**config.mk**
```make
export PLATFORM = sky130hd
export DESIGN_NAME = rbfwe_ctrl
export DESIGN_NICKNAME = d
export VERILOG_FILES = /design/src/design/rbfwe_pkg.sv /design/src/design/rbfwe_ctrl.sv
export SDC_FILE = /design/constraint.sdc
export NUM_CORES = 1
export LEC_CHECK = 0
export BUFFER_PORTS_ARGS = -buffer_cell sky130_fd_sc_hd__clkbuf_2
export CORE_MARGIN = 4
export CORE_UTILIZATION = 32
export CTS_CLUSTER_DIAMETER = 40
export CTS_CLUSTER_SIZE = 8
export DETAILED_ROUTE_END_ITERATION = 6
export GPL_ROUTABILITY_DRIVEN = 0
export SETUP_SLACK_MARGIN = 0.2
export SLEW_MARGIN = 20
export SYNTH_ARGS = -nofsm -noshare
export SYNTH_HDL_FRONTEND = slang
export SYNTH_SLANG_ARGS = --single-unit
```
**constraint.sdc**
```tcl
create_clock -name clk -period 3 [get_ports clk]
set_clock_uncertainty 0.2 [all_clocks]
set_input_delay 0.15 -clock clk [delete_from_list [all_inputs] [get_ports clk]]
set_output_delay 0.15 -clock clk [all_outputs]
set_load 0.02 [all_outputs]
```
**src/design/rbfwe_pkg.sv**
```systemverilog
// Shared types and constants for the radial basis function warp evaluator.
package rbfwe_pkg;

	localparam logic [1:0] KERN_GAUSS   = 2'd0;
	localparam logic [1:0] KERN_SIGMOID = 2'd1;
	localparam logic [1:0] KERN_IMQ     = 2'd2;

	localparam logic [1:0] CFG_KERNEL = 2'd0;
	localparam logic [1:0] CFG_SIGMA  = 2'd1;
	localparam logic [1:0] CFG_COUNT  = 2'd2;

	localparam logic ACT_LOAD  = 1'b0;
	localparam logic ACT_QUERY = 1'b1;

	localparam logic [15:0] SIGMA_RESET = 16'd4588;

	// table span compare width, holds any table depth up to 256
	localparam int SPAN_W = 9;
	localparam int ACC_W  = 58;

	localparam int DIV_NW    = 54;
	localparam int DIV_DW    = 32;
	localparam int DIV_QW    = 34;
	localparam int DIV_CNT_W = 6;

	localparam int SQRT_W = 55;
	localparam int ROOT_W = 28;

	// ceil(2^21 / 6): exact x/6 for x below 2^18
	localparam logic [18:0] RECIP6   = 19'd349526;
	localparam logic [31:0] EXP_ONE  = 32'h4000_0000;
	localparam logic [2:0]  SQ_LAST  = 3'd7;

	typedef enum logic [1:0] {DIV_T0, DIV_T1, DIV_SIG, DIV_INV} div_sel_t;
	typedef enum logic [1:0] {KV_ZERO, KV_GAUSS, KV_SIG, KV_IMQ} kv_sel_t;

	typedef struct packed {
		logic     load_wr;
		logic     query_ld;
		logic     start;
		logic     rd;
		logic     diff;
		logic     sqr;
		logic     sum;
		logic     div_go;
		div_sel_t div_sel;
		logic     sqrt_go;
		logic     x2;
		logic     x3;
		logic     x6;
		logic     poly;
		logic     sq;
		logic     kv_ld;
		kv_sel_t  kv_sel;
		logic     prod;
		logic     acc;
		logic     emit;
	} dp_cmd_t;

	typedef struct packed {
		logic [1:0] kern;
		logic       empty;
		logic       last;
		logic       big;
		logic       div_busy;
		logic       sqrt_busy;
		logic       sq_last;
		logic       out_free;
	} dp_sts_t;

endpackage

```
**src/design/rbfwe_ctrl.sv**
```systemverilog
// Controller state machine: sequences loads, the per-center walk and result hand-off.
module rbfwe_ctrl (
	input  logic               clk,
	input  logic               arst_n,
	input  logic               in_valid,
	output logic               in_ready,
	input  logic               action,
	input  rbfwe_pkg::dp_sts_t sts,
	output rbfwe_pkg::dp_cmd_t cmd
);
	import rbfwe_pkg::*;

	typedef enum logic [19:0] {
		ST_IDLE  = 20'h00001,
		ST_START = 20'h00002,
		ST_READ  = 20'h00004,
		ST_DIFF  = 20'h00008,
		ST_SQR   = 20'h00010,
		ST_SUM   = 20'h00020,
		ST_KSEL  = 20'h00040,
		ST_TDIV  = 20'h00080,
		ST_X2    = 20'h00100,
		ST_X3    = 20'h00200,
		ST_X6    = 20'h00400,
		ST_POLY  = 20'h00800,
		ST_SQ    = 20'h01000,
		ST_EXPD  = 20'h02000,
		ST_RDIV  = 20'h04000,
		ST_ROOT  = 20'h08000,
		ST_IDIV  = 20'h10000,
		ST_PROD  = 20'h20000,
		ST_ACC   = 20'h40000,
		ST_FIN   = 20'h80000
	} state_t;

	state_t state_q, state_d;

	assign in_ready = state_q == ST_IDLE;

	always_ff @(posedge clk or negedge arst_n) begin
		if (!arst_n) begin
			state_q <= ST_IDLE;
		end else begin
			state_q <= state_d;
		end
	end

	always_comb begin
		state_d = state_q;
		cmd     = '0;
		unique case (state_q)
			ST_IDLE: begin
				if (in_valid) begin
					if (action == ACT_QUERY) begin
						cmd.query_ld = 1'b1;
						state_d      = ST_START;
					end else begin
						cmd.load_wr = 1'b1;
					end
				end
			end
			ST_START: begin
				cmd.start = 1'b1;
				state_d   = sts.empty ? ST_FIN : ST_READ;
			end
			ST_READ: begin
				cmd.rd  = 1'b1;
				state_d = ST_DIFF;
			end
			ST_DIFF: begin
				cmd.diff = 1'b1;
				state_d  = ST_SQR;
			end
			ST_SQR: begin
				cmd.sqr = 1'b1;
				state_d = ST_SUM;
			end
			ST_SUM: begin
				cmd.sum = 1'b1;
				state_d = ST_KSEL;
			end
			ST_KSEL: begin
				case (sts.kern) inside
					KERN_GAUSS, KERN_SIGMOID: begin
						if (sts.big) begin
							// exponent past range: kernel is zero
							cmd.kv_ld  = 1'b1;
							cmd.kv_sel = KV_ZERO;
							state_d    = ST_PROD;
						end else begin
							cmd.div_go  = 1'b1;
							cmd.div_sel = (sts.kern == KERN_GAUSS) ? DIV_T0 : DIV_T1;
							state_d     = ST_TDIV;
						end
					end
					KERN_IMQ: begin
						cmd.sqrt_go = 1'b1;
						state_d     = ST_ROOT;
					end
					default: begin
						cmd.kv_ld  = 1'b1;
						cmd.kv_sel = KV_ZERO;
						state_d    = ST_PROD;
					end
				endcase
			end
			ST_TDIV: begin
				if (!sts.div_busy) begin
					state_d = ST_X2;
				end
			end
			ST_X2: begin
				cmd.x2  = 1'b1;
				state_d = ST_X3;
			end
			ST_X3: begin
				cmd.x3  = 1'b1;
				state_d = ST_X6;
			end
			ST_X6: begin
				cmd.x6  = 1'b1;
				state_d = ST_POLY;
			end
			ST_POLY: begin
				cmd.poly = 1'b1;
				state_d  = ST_SQ;
			end
			ST_SQ: begin
				cmd.sq = 1'b1;
				if (sts.sq_last) begin
					state_d = ST_EXPD;
				end
			end
			ST_EXPD: begin
				if (sts.kern == KERN_GAUSS) begin
					cmd.kv_ld  = 1'b1;
					cmd.kv_sel = KV_GAUSS;
					state_d    = ST_PROD;
				end else begin
					cmd.div_go  = 1'b1;
					cmd.div_sel = DIV_SIG;
					state_d     = ST_RDIV;
				end
			end
			ST_RDIV: begin
				if (!sts.div_busy) begin
					cmd.kv_ld  = 1'b1;
					cmd.kv_sel = KV_SIG;
					state_d    = ST_PROD;
				end
			end
			ST_ROOT: begin
				if (!sts.sqrt_busy) begin
					cmd.div_go  = 1'b1;
					cmd.div_sel = DIV_INV;
					state_d     = ST_IDIV;
				end
			end
			ST_IDIV: begin
				if (!sts.div_busy) begin
					cmd.kv_ld  = 1'b1;
					cmd.kv_sel = KV_IMQ;
					state_d    = ST_PROD;
				end
			end
			ST_PROD: begin
				cmd.prod = 1'b1;
				state_d  = ST_ACC;
			end
			ST_ACC: begin
				cmd.acc = 1'b1;
				state_d = sts.last ? ST_FIN : ST_READ;
			end
			ST_FIN: begin
				// hold until the output register frees up
				if (sts.out_free) begin
					cmd.emit = 1'b1;
					state_d  = ST_IDLE;
				end
			end
			default: state_d = ST_IDLE;
		endcase
	end

endmodule

```
==> impl_metrics.yaml <==
timing:
  setup_violations: 0
  slew_violations: 0
  fin_crit_ns: 2.73
  worstMarginPinSlew_ns: 0.683
  maxSlewHeadroom_pct: 54.0
  setup_ws_ns: 0.270
  setup_tns_ns: 0
  rsz0062_at_grt: "true"
  fmax_mhz: 366
  min_period_over_period_pct: 91.0
  hold_viol: 0
routing:
  dr.pass1.iters: 4
  vias: 1370
  vias_per_cell: 5.50
  drt_iter0_markers: 68
  wirelength_mm: 3.89
  wire_per_inst_um: 15.6
  post-route-drc-count: 0
  final_antenna_net_count: 0
cts:
  clkTransAtPathRegs_ns: 0.08
  cts.sinks: 20
  cts_tree: "yes"
  root_buffer: "clkbuf_8"
  insertion_delay_ns: 0.27
  cts-buffers-inserted: 3
  htree_num_levels: 1
  max-clock-path-buffers: 2
floorplanning:
  rows: 23
  die_h_um: 73.9
  coreArea_um2: 4090
  die_w_um: 73.9
  ios: 36
  initial_core_util_pct: 34.0
  design.die.area_um2: 5460
cells_and_area:
  largest_reg_flops: 20
  seqCellArea_um2: 514
  reg_top3: "state_q x20"
  fill_cells: 396
  area_growth_pct: 37.4
  regMostFlops: "state_q"
  antenna_cells: 0
  layout.nets: 213
  multiInputGateArea_um2: 873
  final_util_pct: 46.8
  layout-drive-gt1-share_pct: 44.2
  fin_area_um2: 1910
synth:
  synthArstFlopShare_pct: 100
  syn_inst: 141
  syn_area_per_cell_um2: 9.86
  seq_area_frac_synth_pct: 36.1
  yosysUniqueCellTypes: 44
  synth_fp_nets: 154
  synthTopCellsByArea: "dfrtp_1 34%, nor4_4 6.1%, nor3b_1 5.9%, nand2b_1 3.2%, nor4b_1 3.2%"
  synth_top_area_cell: "dfrtp_1"
  syn-cell-area_um2: 1390
  ys.flop_type: "dfrtp_1"
  ys_ff_latch: 20
  synth_edf_count: 0
  synth.top_cell.area_share_pct: 34.2
  yosys_warnings: 0
place:
  port_buffers: 35
  dp_hpwl_mm: 2.69
  place_area_um2: 1590
  dp_slack_ns: 0.394
grt:
  grt_pass1_wl_mm: 5.98
  antenna_found_initial: 0
  grt_pass1_vias: 1272
  grt_start_max_net_pins: 21
  overflow: 0
  grtUsageTotal_pct: 13.9
outcome:
  status: "finished clean"
run:
  drv_cap: 0
critical_path:
  cp-start-kind: "flop"
  worstPathMaxFanout: 5
  cp.arrival_ns: 2.38
  worstPathRequired_ns: 2.65
  critical_path_class: "reg -> out"
  end_kind: "primary output"
power_and_ir_drop:
  p_total_mw: 1.01
  power.density_nw_per_um2: 527
  p_leak_nw: 0.864
  ir_worst_vdd_mv: 0.235
hold_path:
  min_path_type: "in -> reg"
==> cell usage after synthesis, types with 4 or more instances <==
cell,instances
nor3_1,7
dfrtp_1,19
nor4_4,4
nor2_1,10
o21bai_1,4
nand2_1,4
a21o_1,4
nor4b_1,5
nand2b_1,7
nand4_1,5
nor3b_1,11
nor4_1,5
xnor2_1,5
or3_1,5
==> timing repair <==
item	in CTS	in global routing
buffers inserted	5	14
endpoints found under the setup margin	4	15
endpoints found under the hold margin	23	0
hold buffers	6	0
pin swaps	5	8
gates resized for setup	3	13
==> per-layer routing <==
layer	GRT usage (%)	up-vias	wire length [um]
met5	0	-	0
met4	4.43	0	48
met3	2.46	7	220
met2	23.4	53	1940
met1	18.1	644	1680
li1	-	666	-
==> logic make-up (layout without fill, tap and decap cells) <==
logic type | Yosys count | after routing | synth area share (%)
XOR/XNOR | 5 | 5 | 3.15
AO/OA/AOI/OAI | 22 | 22 | 12.0
flip-flops | 20 | 20 | 36.1
AND/OR/NAND/NOR | 85 | 85 | 45.4
buffers and inverters | 9 | 67 | 3.42
==> area by class of cell <==
type | instances | share of cell area [%]
Tap cell | 50 | 3.27
Clock buffer | 3 | 2.16
Inverter | 3 | 0.589
Clock inverter | 1 | 1.57
Timing Repair Buffer | 60 | 19.8
Sequential cell | 20 | 26.9
Multi-Input combinational cell | 112 | 45.7
==> critical path: stages, from the launching register on <==
cell	delay [ns]
dfrtp_2	0.45
nor4_4	0.37
buf_4	0.19
nand4_1	0.18
nor4_1	0.64
clkbuf_2	0.29
==> through the flow <==
stage,hold WS (ns),instances
2_1_floorplan,-0.346,141
3_3_place_gp,-0.0481,220
3_5_place_dp,-0.0454,220
4_1_cts,0.0244,235
5_1_grt,0.0347,249
6_report,0.0154,249
==> path summary, 6_finish.rpt <==
check                                 start  cells past startpoint  slack (ns)           to
worst max-delay path            state_q[17]                      5        0.27      cmd[19]
worst min-delay path                 sts[4]                      3        0.02   state_q[7]
worst max register to register  state_q[17]                      7        0.44   state_q[1]
worst min register to register  state_q[16]                      1        0.34  state_q[16]
max in group asynchronous            arst_n                      2        2.02  state_q[18]
min in group asynchronous            arst_n                      2        0.18   state_q[6]
==> power by group <==
| part | leakage, nW | switching (mW) | internal [mW] |
|---|---|---|---|
| logic | 0.571 | 0.219 | 0.190 |
| clock network | 0.0357 | 0.0972 | 0.178 |
| registers | 0.258 | 0.0316 | 0.291 |
| total | 0.864 | 0.347 | 0.660 |
==> placed cells by master, fill, tap and decap left out, types with 4 or more instances in the layout <==
cell	synthesis	layout
nor4b_1	5	5
nand4_1	5	5
nor4_1	5	5
dlygate4sd3_1	0	6
buf_4	1	19
dfrtp_1	19	9
o21bai_1	4	4
xnor2_1	5	5
nand2b_1	7	7
a21o_1	4	4
or3_1	5	4
nor3b_1	11	10
dfrtp_2	0	10
nor2_1	10	10
nor3_1	7	6
clkbuf_2	0	34
nand2_1	4	4
nor4_4	4	6
(Power assumes the default switching activity.)
